==> src/sv/timux_pkg.sv <==
`timescale 1ns / 1ps
`default_nettype none
// ----------------------------------------------------------------------------
// timux_pkg
// shared types and constants of the two-image interlace mux
// ----------------------------------------------------------------------------
package timux_pkg;

    localparam int C_LANES  = 4;   // sample lanes on the ports
    localparam int C_PIX_W  = 16;  // port width of one sample
    localparam int C_IDX_W  = 3;   // register index width
    localparam int C_QDEPTH = 2;   // words held between front and back

    localparam logic [C_IDX_W-1:0] CFG_ROW_BAND       = 3'd0;
    localparam logic [C_IDX_W-1:0] CFG_COL_BAND       = 3'd1;
    localparam logic [C_IDX_W-1:0] CFG_LINE_WIDTH     = 3'd2;
    localparam logic [C_IDX_W-1:0] CFG_FIRST_BITS     = 3'd3;
    localparam logic [C_IDX_W-1:0] CFG_SECOND_BITS    = 3'd4;
    localparam logic [C_IDX_W-1:0] CFG_FIRST_SAMPLES  = 3'd5;
    localparam logic [C_IDX_W-1:0] CFG_SECOND_SAMPLES = 3'd6;

    typedef logic [C_LANES-1:0][C_PIX_W-1:0] t_lanes;

    typedef struct packed {
        logic [15:0] row_band;
        logic [15:0] col_band;
        logic [15:0] line_width;
        logic [4:0]  first_bits;
        logic [4:0]  second_bits;
        logic [2:0]  first_samples;
        logic [2:0]  second_samples;
    } t_cfg;

    // one classified pixel on its way to the rescale unit
    typedef struct packed {
        t_lanes               value;
        logic [C_LANES-1:0]   scale;
        logic [C_PIX_W-1:0]   src_max;
        logic [C_PIX_W-1:0]   dst_max;
        logic                 took_first;
        logic                 line_end;
    } t_job;

    typedef struct packed {
        t_lanes sample;
        logic   took_first;
        logic   line_end;
    } t_pix;

endpackage
`default_nettype wire

==> src/sv/timux_queue.sv <==
`timescale 1ns / 1ps
`default_nettype none
// ----------------------------------------------------------------------------
// timux_queue
// short fifo of classified words between the front and the rescale unit
// ----------------------------------------------------------------------------
module timux_queue
    import timux_pkg::*;
(
    input  wire  logic i_clk,
    input  wire  logic i_rst_n,
    input  wire  logic i_push,
    input  wire  t_job i_job,
    output logic       o_full,
    input  wire  logic i_pop,
    output logic       o_valid,
    output t_job       o_job
);

    localparam int PW = (C_QDEPTH > 1) ? $clog2(C_QDEPTH) : 1;
    localparam int CW = $clog2(C_QDEPTH + 1);

    t_job            r_mem [C_QDEPTH];
    logic [PW-1:0]   r_wptr;
    logic [PW-1:0]   r_rptr;
    logic [CW-1:0]   r_count;

    always_ff @(posedge i_clk) begin
        if (i_push) begin
            r_mem[r_wptr] <= i_job;
        end
    end

    always_ff @(posedge i_clk) begin
        if (!i_rst_n) begin
            r_wptr  <= '0;
            r_rptr  <= '0;
            r_count <= '0;
        end else begin
            if (i_push) begin
                r_wptr <= (r_wptr == PW'(C_QDEPTH - 1)) ? '0 : r_wptr + PW'(1);
            end
            if (i_pop) begin
                r_rptr <= (r_rptr == PW'(C_QDEPTH - 1)) ? '0 : r_rptr + PW'(1);
            end
            if (i_push && !i_pop) begin
                r_count <= r_count + CW'(1);
            end else if (!i_push && i_pop) begin
                r_count <= r_count - CW'(1);
            end
        end
    end

    assign o_full  = (r_count == CW'(C_QDEPTH));
    assign o_valid = (r_count != '0);
    assign o_job   = r_mem[r_rptr];

endmodule
`default_nettype wire

==> src/sv/timux_front.sv <==
`timescale 1ns / 1ps
`default_nettype none
// ----------------------------------------------------------------------------
// timux_front
// band counters, source pick and per-lane classification of each pixel pair
// ----------------------------------------------------------------------------
module timux_front
    import timux_pkg::*;
#(
    parameter int MAX_SAMPLES  = 4,
    parameter int SAMPLE_WIDTH = 16
) (
    input  wire  logic   i_clk,
    input  wire  logic   i_rst_n,
    input  wire  t_cfg   i_cfg,
    input  wire  logic   i_valid,
    output logic         o_stall,
    input  wire  t_lanes i_a,
    input  wire  t_lanes i_b,
    input  wire  logic   i_frame_start,
    input  wire  logic   i_q_full,
    output logic         o_push,
    output t_job         o_job
);

    logic [15:0] r_col_pos, r_col_phase, r_row_phase;
    logic        r_col_par, r_row_par;
    logic [15:0] n_col_pos, n_col_phase, n_row_phase;
    logic        n_col_par, n_row_par;

    logic [15:0] cp, cph, rph;
    logic        cpar, rpar;
    logic        use_first, last;
    logic [4:0]  b1, b2, src_bits, dst_bits;
    logic [2:0]  n1, n2, src_n, dst_n;
    logic [16:0] src_max17, dst_max17;
    logic [15:0] src_max, dst_max, width, ph_inc;
    t_lanes      src;

    function automatic logic [4:0] fix_bits(input logic [4:0] b);
        logic [4:0] r;
        if (b == 5'd0) begin
            r = 5'd1;
        end else if (b > 5'(SAMPLE_WIDTH)) begin
            r = 5'(SAMPLE_WIDTH);
        end else begin
            r = b;
        end
        return r;
    endfunction

    function automatic logic [2:0] fix_count(input logic [2:0] n);
        logic [2:0] r;
        if (n == 3'd0) begin
            r = 3'd1;
        end else if (n > 3'(MAX_SAMPLES)) begin
            r = 3'(MAX_SAMPLES);
        end else begin
            r = n;
        end
        return r;
    endfunction

    assign o_stall = i_q_full;
    assign o_push  = i_valid && !i_q_full;

    always_comb begin
        // frame start clears the counters before this pixel is judged
        cp   = i_frame_start ? 16'd0 : r_col_pos;
        cph  = i_frame_start ? 16'd0 : r_col_phase;
        cpar = i_frame_start ? 1'b0  : r_col_par;
        rph  = i_frame_start ? 16'd0 : r_row_phase;
        rpar = i_frame_start ? 1'b0  : r_row_par;

        priority if (i_cfg.row_band != '0 && i_cfg.col_band != '0) begin
            use_first = (rpar == cpar);
        end else if (i_cfg.row_band != '0) begin
            use_first = !rpar;
        end else if (i_cfg.col_band != '0) begin
            use_first = !cpar;
        end else begin
            use_first = 1'b1;
        end

        b1        = fix_bits(i_cfg.first_bits);
        b2        = fix_bits(i_cfg.second_bits);
        n1        = fix_count(i_cfg.first_samples);
        n2        = fix_count(i_cfg.second_samples);
        dst_bits  = (b1 > b2) ? b1 : b2;
        dst_n     = (n1 > n2) ? n1 : n2;
        src_bits  = use_first ? b1 : b2;
        src_n     = use_first ? n1 : n2;
        src       = use_first ? i_a : i_b;
        src_max17 = (17'd1 << src_bits) - 17'd1;
        dst_max17 = (17'd1 << dst_bits) - 17'd1;
        src_max   = src_max17[15:0];
        dst_max   = dst_max17[15:0];

        o_job.src_max    = src_max;
        o_job.dst_max    = dst_max;
        o_job.took_first = use_first;
        for (int i = 0; i < C_LANES; i++) begin
            if (3'(i) >= dst_n) begin
                o_job.value[i] = '0;
                o_job.scale[i] = 1'b0;
            end else if (3'(i) < src_n) begin
                o_job.value[i] = src[i] & src_max;
                o_job.scale[i] = 1'b1;
            end else begin
                o_job.value[i] = dst_max;
                o_job.scale[i] = 1'b0;
            end
        end

        width          = (i_cfg.line_width == '0) ? 16'd1 : i_cfg.line_width;
        last           = ({1'b0, cp} + 17'd1) >= {1'b0, width};
        o_job.line_end = last;

        n_col_pos   = cp;
        n_col_phase = cph;
        n_col_par   = cpar;
        n_row_phase = rph;
        n_row_par   = rpar;
        ph_inc      = '0;
        if (last) begin
            n_col_pos   = '0;
            n_col_phase = '0;
            n_col_par   = 1'b0;
            if (i_cfg.row_band == '0) begin
                n_row_phase = '0;
                n_row_par   = 1'b0;
            end else begin
                ph_inc = rph + 16'd1;
                if (ph_inc >= i_cfg.row_band) begin
                    n_row_phase = '0;
                    n_row_par   = !rpar;
                end else begin
                    n_row_phase = ph_inc;
                end
            end
        end else begin
            n_col_pos = cp + 16'd1;
            if (i_cfg.col_band == '0) begin
                n_col_phase = '0;
                n_col_par   = 1'b0;
            end else begin
                ph_inc = cph + 16'd1;
                if (ph_inc >= i_cfg.col_band) begin
                    n_col_phase = '0;
                    n_col_par   = !cpar;
                end else begin
                    n_col_phase = ph_inc;
                end
            end
        end
    end

    always_ff @(posedge i_clk) begin
        if (!i_rst_n) begin
            r_col_pos   <= '0;
            r_col_phase <= '0;
            r_col_par   <= 1'b0;
            r_row_phase <= '0;
            r_row_par   <= 1'b0;
        end else if (o_push) begin
            r_col_pos   <= n_col_pos;
            r_col_phase <= n_col_phase;
            r_col_par   <= n_col_par;
            r_row_phase <= n_row_phase;
            r_row_par   <= n_row_par;
        end
    end

endmodule
`default_nettype wire

==> src/sv/timux_back.sv <==
`timescale 1ns / 1ps
`default_nettype none
// ----------------------------------------------------------------------------
// timux_back
// depth rescale: v * dst_max + src_max / 2 divided by src_max, one quotient
// bit per cycle on all lanes at once, then the output register
// ----------------------------------------------------------------------------
module timux_back
    import timux_pkg::*;
#(
    parameter int SAMPLE_WIDTH = 16
) (
    input  wire  logic i_clk,
    input  wire  logic i_rst_n,
    input  wire  logic i_q_valid,
    input  wire  t_job i_job,
    output logic       o_pop,
    output logic       o_valid,
    input  wire  logic i_stall,
    output t_pix       o_pix
);

    localparam int SW = SAMPLE_WIDTH;
    localparam int CW = $clog2(SW);

    typedef enum logic [1:0] {
        S_IDLE,
        S_MUL,
        S_DIV,
        S_OUT
    } t_state;

    t_state              r_state;
    t_job                r_job;
    logic [CW-1:0]       r_cnt;
    logic [SW-1:0]       r_rem [C_LANES];
    logic [SW-1:0]       r_low [C_LANES];
    logic [SW-1:0]       r_quo [C_LANES];
    logic                r_ovalid;
    t_pix                r_opix;

    logic [2*SW-1:0]     num   [C_LANES];
    logic [SW-1:0]       n_rem [C_LANES];
    logic                q_bit [C_LANES];
    logic [SW:0]         trial [C_LANES];
    logic [SW:0]         dvs;
    logic                out_free;
    logic                load_out;

    assign o_pop    = (r_state == S_IDLE) && i_q_valid;
    assign out_free = !r_ovalid || !i_stall;
    assign load_out = (r_state == S_OUT) && out_free;
    assign o_valid  = r_ovalid;
    assign o_pix    = r_opix;

    always_comb begin
        dvs = {1'b0, r_job.src_max[SW-1:0]};
        for (int i = 0; i < C_LANES; i++) begin
            num[i]   = (2*SW)'(r_job.value[i][SW-1:0]) * (2*SW)'(r_job.dst_max[SW-1:0])
                     + (2*SW)'(r_job.src_max[SW-1:1]);
            trial[i] = {r_rem[i], r_low[i][SW-1]};
            q_bit[i] = (trial[i] >= dvs);
            n_rem[i] = q_bit[i] ? SW'(trial[i] - dvs) : trial[i][SW-1:0];
        end
    end

    always_ff @(posedge i_clk) begin
        if (!i_rst_n) begin
            r_state  <= S_IDLE;
            r_cnt    <= '0;
            r_ovalid <= 1'b0;
        end else begin
            if (load_out) begin
                r_ovalid <= 1'b1;
            end else if (!i_stall) begin
                r_ovalid <= 1'b0;
            end
            unique case (r_state)
                S_IDLE: begin
                    if (i_q_valid) begin
                        r_job   <= i_job;
                        r_state <= S_MUL;
                    end
                end
                S_MUL: begin
                    // remainder starts as the high half: quotient fits SW bits
                    for (int i = 0; i < C_LANES; i++) begin
                        r_rem[i] <= num[i][2*SW-1:SW];
                        r_low[i] <= num[i][SW-1:0];
                    end
                    r_cnt   <= '0;
                    r_state <= S_DIV;
                end
                S_DIV: begin
                    for (int i = 0; i < C_LANES; i++) begin
                        r_rem[i] <= n_rem[i];
                        r_low[i] <= {r_low[i][SW-2:0], 1'b0};
                        r_quo[i] <= {r_quo[i][SW-2:0], q_bit[i]};
                    end
                    r_cnt <= r_cnt + CW'(1);
                    if (r_cnt == CW'(SW - 1)) begin
                        r_state <= S_OUT;
                    end
                end
                S_OUT: begin
                    if (out_free) begin
                        r_opix.took_first <= r_job.took_first;
                        r_opix.line_end   <= r_job.line_end;
                        for (int i = 0; i < C_LANES; i++) begin
                            r_opix.sample[i] <= r_job.scale[i]
                                              ? C_PIX_W'(r_quo[i]) : r_job.value[i];
                        end
                        r_state <= S_IDLE;
                    end
                end
                default: r_state <= S_IDLE;
            endcase
        end
    end

endmodule
`default_nettype wire

==> src/sv/two_image_interlace_mux_unit.sv <==
`timescale 1ns / 1ps
`default_nettype none
// ----------------------------------------------------------------------------
// two_image_interlace_mux_unit
// picks one of two aligned pixels by row/column bands and rescales its depth
//
// input channel: i_valid / o_stall, one pixel pair per word, raster order,
// i_frame_start on the first pixel of a frame. output channel: o_valid /
// i_stall, one output pixel per input word, in order.
// the front takes a word whenever the two-entry queue has room, so it keeps
// accepting while the rescale unit works or a result waits to be taken.
// the bit-serial divider runs all four lanes together; the rescale unit takes
// no new word from the queue until its result has entered the output register.
// a word goes from the queue through the multiply and divide states to o_valid.
// a stalled result holds in the output register; the queue then fills and
// o_stall rises.
// reset clears band counters, queue and valids and loads the register
// defaults. the user writes registers through i_cfg_we / i_cfg_idx / i_cfg_data
// only while no word is in flight; the block itself does not enforce this.
// ----------------------------------------------------------------------------
module two_image_interlace_mux_unit
    import timux_pkg::*;
#(
    parameter int MAX_SAMPLES  = 4,
    parameter int SAMPLE_WIDTH = 16
) (
    input  wire  logic               i_clk,
    input  wire  logic               i_rst_n,
    input  wire  logic               i_cfg_we,
    input  wire  logic [C_IDX_W-1:0] i_cfg_idx,
    input  wire  logic [15:0]        i_cfg_data,
    input  wire  logic               i_valid,
    output logic                     o_stall,
    input  wire  logic [15:0]        i_a_s0,
    input  wire  logic [15:0]        i_a_s1,
    input  wire  logic [15:0]        i_a_s2,
    input  wire  logic [15:0]        i_a_s3,
    input  wire  logic [15:0]        i_b_s0,
    input  wire  logic [15:0]        i_b_s1,
    input  wire  logic [15:0]        i_b_s2,
    input  wire  logic [15:0]        i_b_s3,
    input  wire  logic               i_frame_start,
    output logic                     o_valid,
    input  wire  logic               i_stall,
    output logic [15:0]              o_out_s0,
    output logic [15:0]              o_out_s1,
    output logic [15:0]              o_out_s2,
    output logic [15:0]              o_out_s3,
    output logic                     o_took_first,
    output logic                     o_line_end
);

    t_cfg   r_cfg;
    t_lanes a_lanes, b_lanes;
    t_job   front_job, queue_job;
    t_pix   pix;
    logic   push, q_full, q_valid, pop;

    always_ff @(posedge i_clk) begin
        if (!i_rst_n) begin
            r_cfg.row_band       <= 16'd1;
            r_cfg.col_band       <= 16'd0;
            r_cfg.line_width     <= 16'd1;
            r_cfg.first_bits     <= 5'd8;
            r_cfg.second_bits    <= 5'd8;
            r_cfg.first_samples  <= 3'd3;
            r_cfg.second_samples <= 3'd3;
        end else if (i_cfg_we) begin
            unique case (i_cfg_idx)
                CFG_ROW_BAND:       r_cfg.row_band       <= i_cfg_data;
                CFG_COL_BAND:       r_cfg.col_band       <= i_cfg_data;
                CFG_LINE_WIDTH:     r_cfg.line_width     <= i_cfg_data;
                CFG_FIRST_BITS:     r_cfg.first_bits     <= i_cfg_data[4:0];
                CFG_SECOND_BITS:    r_cfg.second_bits    <= i_cfg_data[4:0];
                CFG_FIRST_SAMPLES:  r_cfg.first_samples  <= i_cfg_data[2:0];
                CFG_SECOND_SAMPLES: r_cfg.second_samples <= i_cfg_data[2:0];
                default: ;
            endcase
        end
    end

    assign a_lanes = {i_a_s3, i_a_s2, i_a_s1, i_a_s0};
    assign b_lanes = {i_b_s3, i_b_s2, i_b_s1, i_b_s0};

    timux_front #(
        .MAX_SAMPLES  (MAX_SAMPLES),
        .SAMPLE_WIDTH (SAMPLE_WIDTH)
    ) u_front (
        .i_clk         (i_clk),
        .i_rst_n       (i_rst_n),
        .i_cfg         (r_cfg),
        .i_valid       (i_valid),
        .o_stall       (o_stall),
        .i_a           (a_lanes),
        .i_b           (b_lanes),
        .i_frame_start (i_frame_start),
        .i_q_full      (q_full),
        .o_push        (push),
        .o_job         (front_job)
    );

    timux_queue u_queue (
        .i_clk   (i_clk),
        .i_rst_n (i_rst_n),
        .i_push  (push),
        .i_job   (front_job),
        .o_full  (q_full),
        .i_pop   (pop),
        .o_valid (q_valid),
        .o_job   (queue_job)
    );

    timux_back #(
        .SAMPLE_WIDTH (SAMPLE_WIDTH)
    ) u_back (
        .i_clk     (i_clk),
        .i_rst_n   (i_rst_n),
        .i_q_valid (q_valid),
        .i_job     (queue_job),
        .o_pop     (pop),
        .o_valid   (o_valid),
        .i_stall   (i_stall),
        .o_pix     (pix)
    );

    assign o_out_s0     = pix.sample[0];
    assign o_out_s1     = pix.sample[1];
    assign o_out_s2     = pix.sample[2];
    assign o_out_s3     = pix.sample[3];
    assign o_took_first = pix.took_first;
    assign o_line_end   = pix.line_end;

    // no alternation enabled: every word comes from the first image
    a_no_alt_first: assert property (@(posedge i_clk) disable iff (!i_rst_n)
        (o_valid && r_cfg.row_band == '0 && r_cfg.col_band == '0)
        |-> o_took_first)
        else $error("second image chosen with alternation off");

    // one-pixel lines: every word ends its line
    a_short_line_end: assert property (@(posedge i_clk) disable iff (!i_rst_n)
        (o_valid && (r_cfg.line_width == 16'd0 || r_cfg.line_width == 16'd1))
        |-> o_line_end)
        else $error("line end missing on one-pixel line");

    // at most three samples per pixel: top lane is unused and stays zero
    a_unused_lane_zero: assert property (@(posedge i_clk) disable iff (!i_rst_n)
        (o_valid && r_cfg.first_samples <= 3'd3 && r_cfg.second_samples <= 3'd3)
        |-> (o_out_s3 == 16'd0))
        else $error("unused sample lane not zero");

endmodule
`default_nettype wire
==> config.mk <==
export PLATFORM = sky130hd
export DESIGN_NAME = two_image_interlace_mux_unit
export DESIGN_NICKNAME = d
export VERILOG_FILES = /design/src/sv/timux_pkg.sv /design/src/sv/timux_queue.sv /design/src/sv/timux_front.sv /design/src/sv/timux_back.sv /design/src/sv/two_image_interlace_mux_unit.sv
export SDC_FILE = /design/constraint.sdc
export NUM_CORES = 2
export LEC_CHECK = 0
export ABC_AREA = 1
export BUFFER_PORTS_ARGS = -buffer_cell sky130_fd_sc_hd__buf_2
export CAP_MARGIN = 20
export CORE_MARGIN = 2
export CORE_UTILIZATION = 50
export DETAILED_ROUTE_END_ITERATION = 10
export HOLD_SLACK_MARGIN = 0.05
export PLACE_DENSITY_LB_ADDON = 0.1
export SYNTH_ARGS = -nofsm -noshare
export SYNTH_HDL_FRONTEND = slang
export SYNTH_SLANG_ARGS = --single-unit
==> constraint.sdc <==
create_clock -name i_clk -period 12.1 [get_ports i_clk]
set_clock_uncertainty 0.1 [all_clocks]
set_input_delay 1.815 -clock i_clk [delete_from_list [all_inputs] [get_ports i_clk]]
set_output_delay 1.815 -clock i_clk [all_outputs]
set_load 0.01 [all_outputs]
; After elaboration in Yosys (flattened, before gate mapping)
; Memories as Yosys holds them, arrays and structs flattened. A register that Yosys moved wholly into a read port is not among the register bits.
; Cells that the tools add are included.
[word_totals]
out_inout_bits = 68
register_bits = 191
mem_bits_rw = 396
inputBits = 153
n_memories = 4
rom_bits = 0
latchBits = 0
[classes]
mul = 4
n_lt_le_gt_ge = 21
shifts = 2
n_div = 0
eq_ne = 16
reduce_logical = 38
addsub = 19
bitwise_logic = 12
mux = 86
[mem_list]
columns = name, depth, width, rd, rd_clocked_by_memory_dff, wr, line
row1 = u_queue.r_mem, 2, 102, 1, 1, 1, timux_queue.sv:23  ; t_job r_mem [C_QDEPTH];
row2 = u_back.r_low, 4, 16, 4, 0, 4, timux_back.sv:37  ; logic [SW-1:0] r_low [C_LANES];
row3 = u_back.r_quo, 4, 16, 4, 0, 4, timux_back.sv:38  ; logic [SW-1:0] r_quo [C_LANES];
row4 = u_back.r_rem, 4, 16, 4, 0, 4, timux_back.sv:36  ; logic [SW-1:0] r_rem [C_LANES];
[op_table]
columns = cell, n
row1 = 2-to-1 mux 16 bit, 35
row2 = adder 32 x 15 -> 32 bit, 4
row3 = multiplier 16 x 16 -> 32 bit, 4
row4 = >= comparator 17 x 16 -> 1 bit, 5
row5 = AND 16 bit, 4
row6 = 2-to-1 mux 64 bit, 1
row7 = subtractor 16 bit, 4
row8 = "adder 16 x 1 -> 16 bit, second input constant", 3
row9 = zero test 16 bit, 3
row10 = >= comparator 16 bit, 2
row11 = nonzero test 16 bit, 2
row12 = "left shift 1 x 5 -> 16 bit, first input constant", 2
row13 = "subtractor 16 x 1 -> 16 bit, second input constant", 2
row14 = 2-to-1 mux 1 bit, 31
row15 = 2-to-1 mux 5 bit, 6
row16 = 2-to-1 mux 3 bit, 6
row17 = "adder 16 x 1 -> 17 bit, second input constant", 1
row18 = AND reduction 2 bit, 7
row19 = "> comparator 5 bit, second input constant", 2
row20 = zero test 5 bit, 2
row21 = 2-to-1 mux 2 bit, 5
row22 = "equality test 3 bit, second input constant", 3
row23 = zero test 3 bit, 3
row24 = AND reduction 3 bit, 3
row25 = 26 further kinds, 58

; Depth between registers and ports, before layout
[depth]
depth_word = 11
mapped_depth = 30
ltp_nobuf = 28

; Cells and area by module
; Synthesis repeated with hierarchy kept, for this count alone.
[unflattened]
cells_unflattened = 9455
area_unflattened_um2 = 75746.4
[modules_own_cells]
columns = mod, area_per_inst_um2, seq_area_each_um2, cells_each, instances
row1 = timux_back, 57610.3, 10920.5, 7410, 1
row2 = timux_queue, 7910.1, 6226.0, 352, 1
row3 = timux_front, 7609.8, 1001.0, 1319, 1
row4 = two_image_interlace_mux_unit, 2616.3, 1281.2, 374, 1

; Least setup slack after synthesis
; Ideal clock, no wire load.
[synth_path]
path_kind = input-to-reg
startpoint = input i_rst_n
endpoint = register u_back.r_opix, in the netlist u_back.o_pix[0] (enable)
cell_stages = 3
slack_ns = 4.696
arrival_time_ns = 6.733
setup_time_ns = 0.571
path_cell_list = clkbuf_1 inv_2 nor3_1
[synth_via]
elab_chain_cells = 1
[synth_lines]
columns = item, line
row1 = start: declaration, two_image_interlace_mux_unit.sv:28  ; input wire logic i_rst_n,
row2 = AND reduction 3 bit (no line), --
row3 = end: declaration, timux_back.sv:40  ; t_pix r_opix;
; No other way between the ends.
; A chain may end at the register's enable or synchronous reset.

==> results.toml <==
[run_status]
outcome = "completed"

[grt]
grt_first_pass_wirelength_um = 318400
antenna_found_initial = 4
grt_remaining_overflow = 0
grt_max_degree = 118
grt_use_total_pct = 28.61
grt_pass1_vias = 55100

[cts]
clk_pin_slew_worst_paths_ns = 0.06
cts_tree = "built"
clockBufferDepth = 3
numCtsBuffers = 82
clockRootBuffer = "clkbuf_16"
clk_latency_ns = 0.70
cts_resized = 0
cts_setup_buffers = 0
h-tree-depth = 3
cts_hold_buffers = 0
cts_sinks = 689

[place]
pre_cts_ws_ns = 4.650
io_buffers = 220
gp_congestion = 0.9175
dpl.hpwl_um = 150800
dpl_cell_area_um2 = 73500

[synthesis]
async_reset_ff_share_pct = 0
synthTopCellsByArea = "edfxtp_1 24%, fa_1 24%, nand2_1 11%"
ys.warnings.count = 0
synthCells = 8381
synth_top_cell_by_area = "edfxtp_1"
syn_area_um2 = 70750
yosysSeqAreaShare_pct = 27.43
syn_avg_cell_area_um2 = 8.441
yosys.cell_count.top_type = "nand2_1"
synth-edff-count = 561
synth_common_cells = "2156 x nand2_1, 1905 x inv_1, 840 x fa_1"
synth_flop_cell = "edfxtp_1"
synth.distinct_cells = 73
synthDominantCellAreaShare_pct = 23.81
synth-seq-cells = 689

[route]
avgViaCountPerCell = 5.312
drt-total-wl_um = 206600
drtPass1Iterations = 6
antenna_left = 0
vias = 55060
wl_per_cell_um = 19.93
drt_iter0_drc = 4519
drc = 0

[worst_setup_path]
path_max_fanout = 28
required_ns = 12.41
worstPathArrival_ns = 7.62
crit_type = "flop to flop"
rrSetupSlack_ns = 4.80
worstSetupStartpointType = "flop"
cp-end-kind = "flop"

[die]
dieArea_um2 = 144500
die_h_um = 380.2
start_util_pct = 50.15
die_w_um = 380.2
ios = 221
rows = 138
coreArea_um2 = 141100

[final_layout]
nets = 9961
fin_util_pct = 54.09
diodes = 0
area_growth_pct = 7.863
layout-drive-gt1-share_pct = 7.350
postLayoutCellArea_um2 = 76310

[sta]
final_hold_viol_count = 0
finalCriticalPeriod_ns = 7.304
min_period_over_period_pct = 60.37
fmax_ghz = 0.1369
setup-violations-final = 0
drv_slew = 0
setup-tns-final_ns = 0
rsz0062_at_grt = "false"
fin_ws_ns = 4.796
worst_slew_pin_slew_ns = 1.188
maxSlewHeadroom_pct = 20.35

[flow_run]
max-cap-violations = 0

[hold_path]
hold_class = "flop to flop"
path summary, 6_finish.rpt:
check | startpoint | to | cells after the start
max reg2reg | u_back.r_job[9] | u_back.r_rem[1][8] | 25
min reg2reg | u_back.r_quo[3][14] | u_back.r_quo[3][15] | 0
min | u_back.r_quo[3][14] | u_back.r_quo[3][15] | 0
max | u_back.r_job[9] | u_back.r_rem[1][8] | 25
per-layer routing:
metal	up-vias	GRT usage (%)	routed length (µm)
met1	27170	38.20	87060
met2	1704	47.05	98310
met3	378	3.944	12300
li1	25810	-	-
met4	4	11.70	8919
met5	-	0	25
flip-flops by register name, summed over array words and instances, names as in the netlist, 64 cells and up:
register / count
u_back.o_pix: 66
u_queue.r_mem: 204
r_cfg: 64
u_back.r_low: 64
u_back.r_rem: 64
u_back.r_job: 86
u_back.r_quo: 64
kinds of logic after synthesis:
kind of cell | Yosys count | share of synthesized area [%]
XOR/XNOR | 136 | 1.694
AO/OA/AOI/OAI | 981 | 7.716
adder cells (fa/ha/maj) | 1399 | 33.66
other | 1 | 0.005301
buffers and inverters | 2300 | 12.36
flip-flops | 689 | 27.43
AND/OR/NAND/NOR | 2804 | 16.02
multiplexers | 71 | 1.118
area by class of cell:
type                            instances  area (µm²)
Clock inverter                         44       490.5
Tap cell                             1890        2365
Multi-Input combinational cell       5394       42650
Sequential cell                       689       19410
Inverter                             1922        7226
Clock buffer                          107        2291
Fill cell                           13320       64760
Timing Repair Buffer                  320        1872
worst max-delay path, stage by stage, from the launching register on:
cell and delay [ns]:
edfxtp_1 0.89, buf_4 0.48, buf_4 0.47, nand2_1 0.14, fa_1 0.56, inv_1 0.05, fa_1 0.49, inv_1 0.05
fa_1 0.53, inv_1 0.05, fa_1 0.46, fa_1 0.49, inv_1 0.05, fa_1 0.47, inv_1 0.04, ha_1 0.32
nand2_1 0.12, inv_1 0.06, a21oi_1 0.19, o21ai_0 0.11, a21oi_1 0.12, inv_1 0.07, a21oi_1 0.26, o21ai_0 0.15
o21ai_0 0.17, o21ai_1 0.09
metrics by stage:
stage               hold WS [ns]  cells
global route              0.3510  10370
global placement          0.3221  10210
finish                    0.3404  10370
CTS                       0.3338  10370
floorplan                 0.3003   8383
detailed placement        0.3286  10210
placed cells by master (no fill, tap or decap), drive strengths merged, types with 107 or more instances in the layout:
cell	n
nand2	2179
inv	1925
fa	840
edfxtp	561
ha	559
a21oi	440
o21ai	355
nor2	320
buf	320
nand3	144
dfxtp	128
clkbuf	107
Power is left out: the tool's default activity adds up to more than one toggle a clock period on the data nets, which glitch-free logic cannot reach.
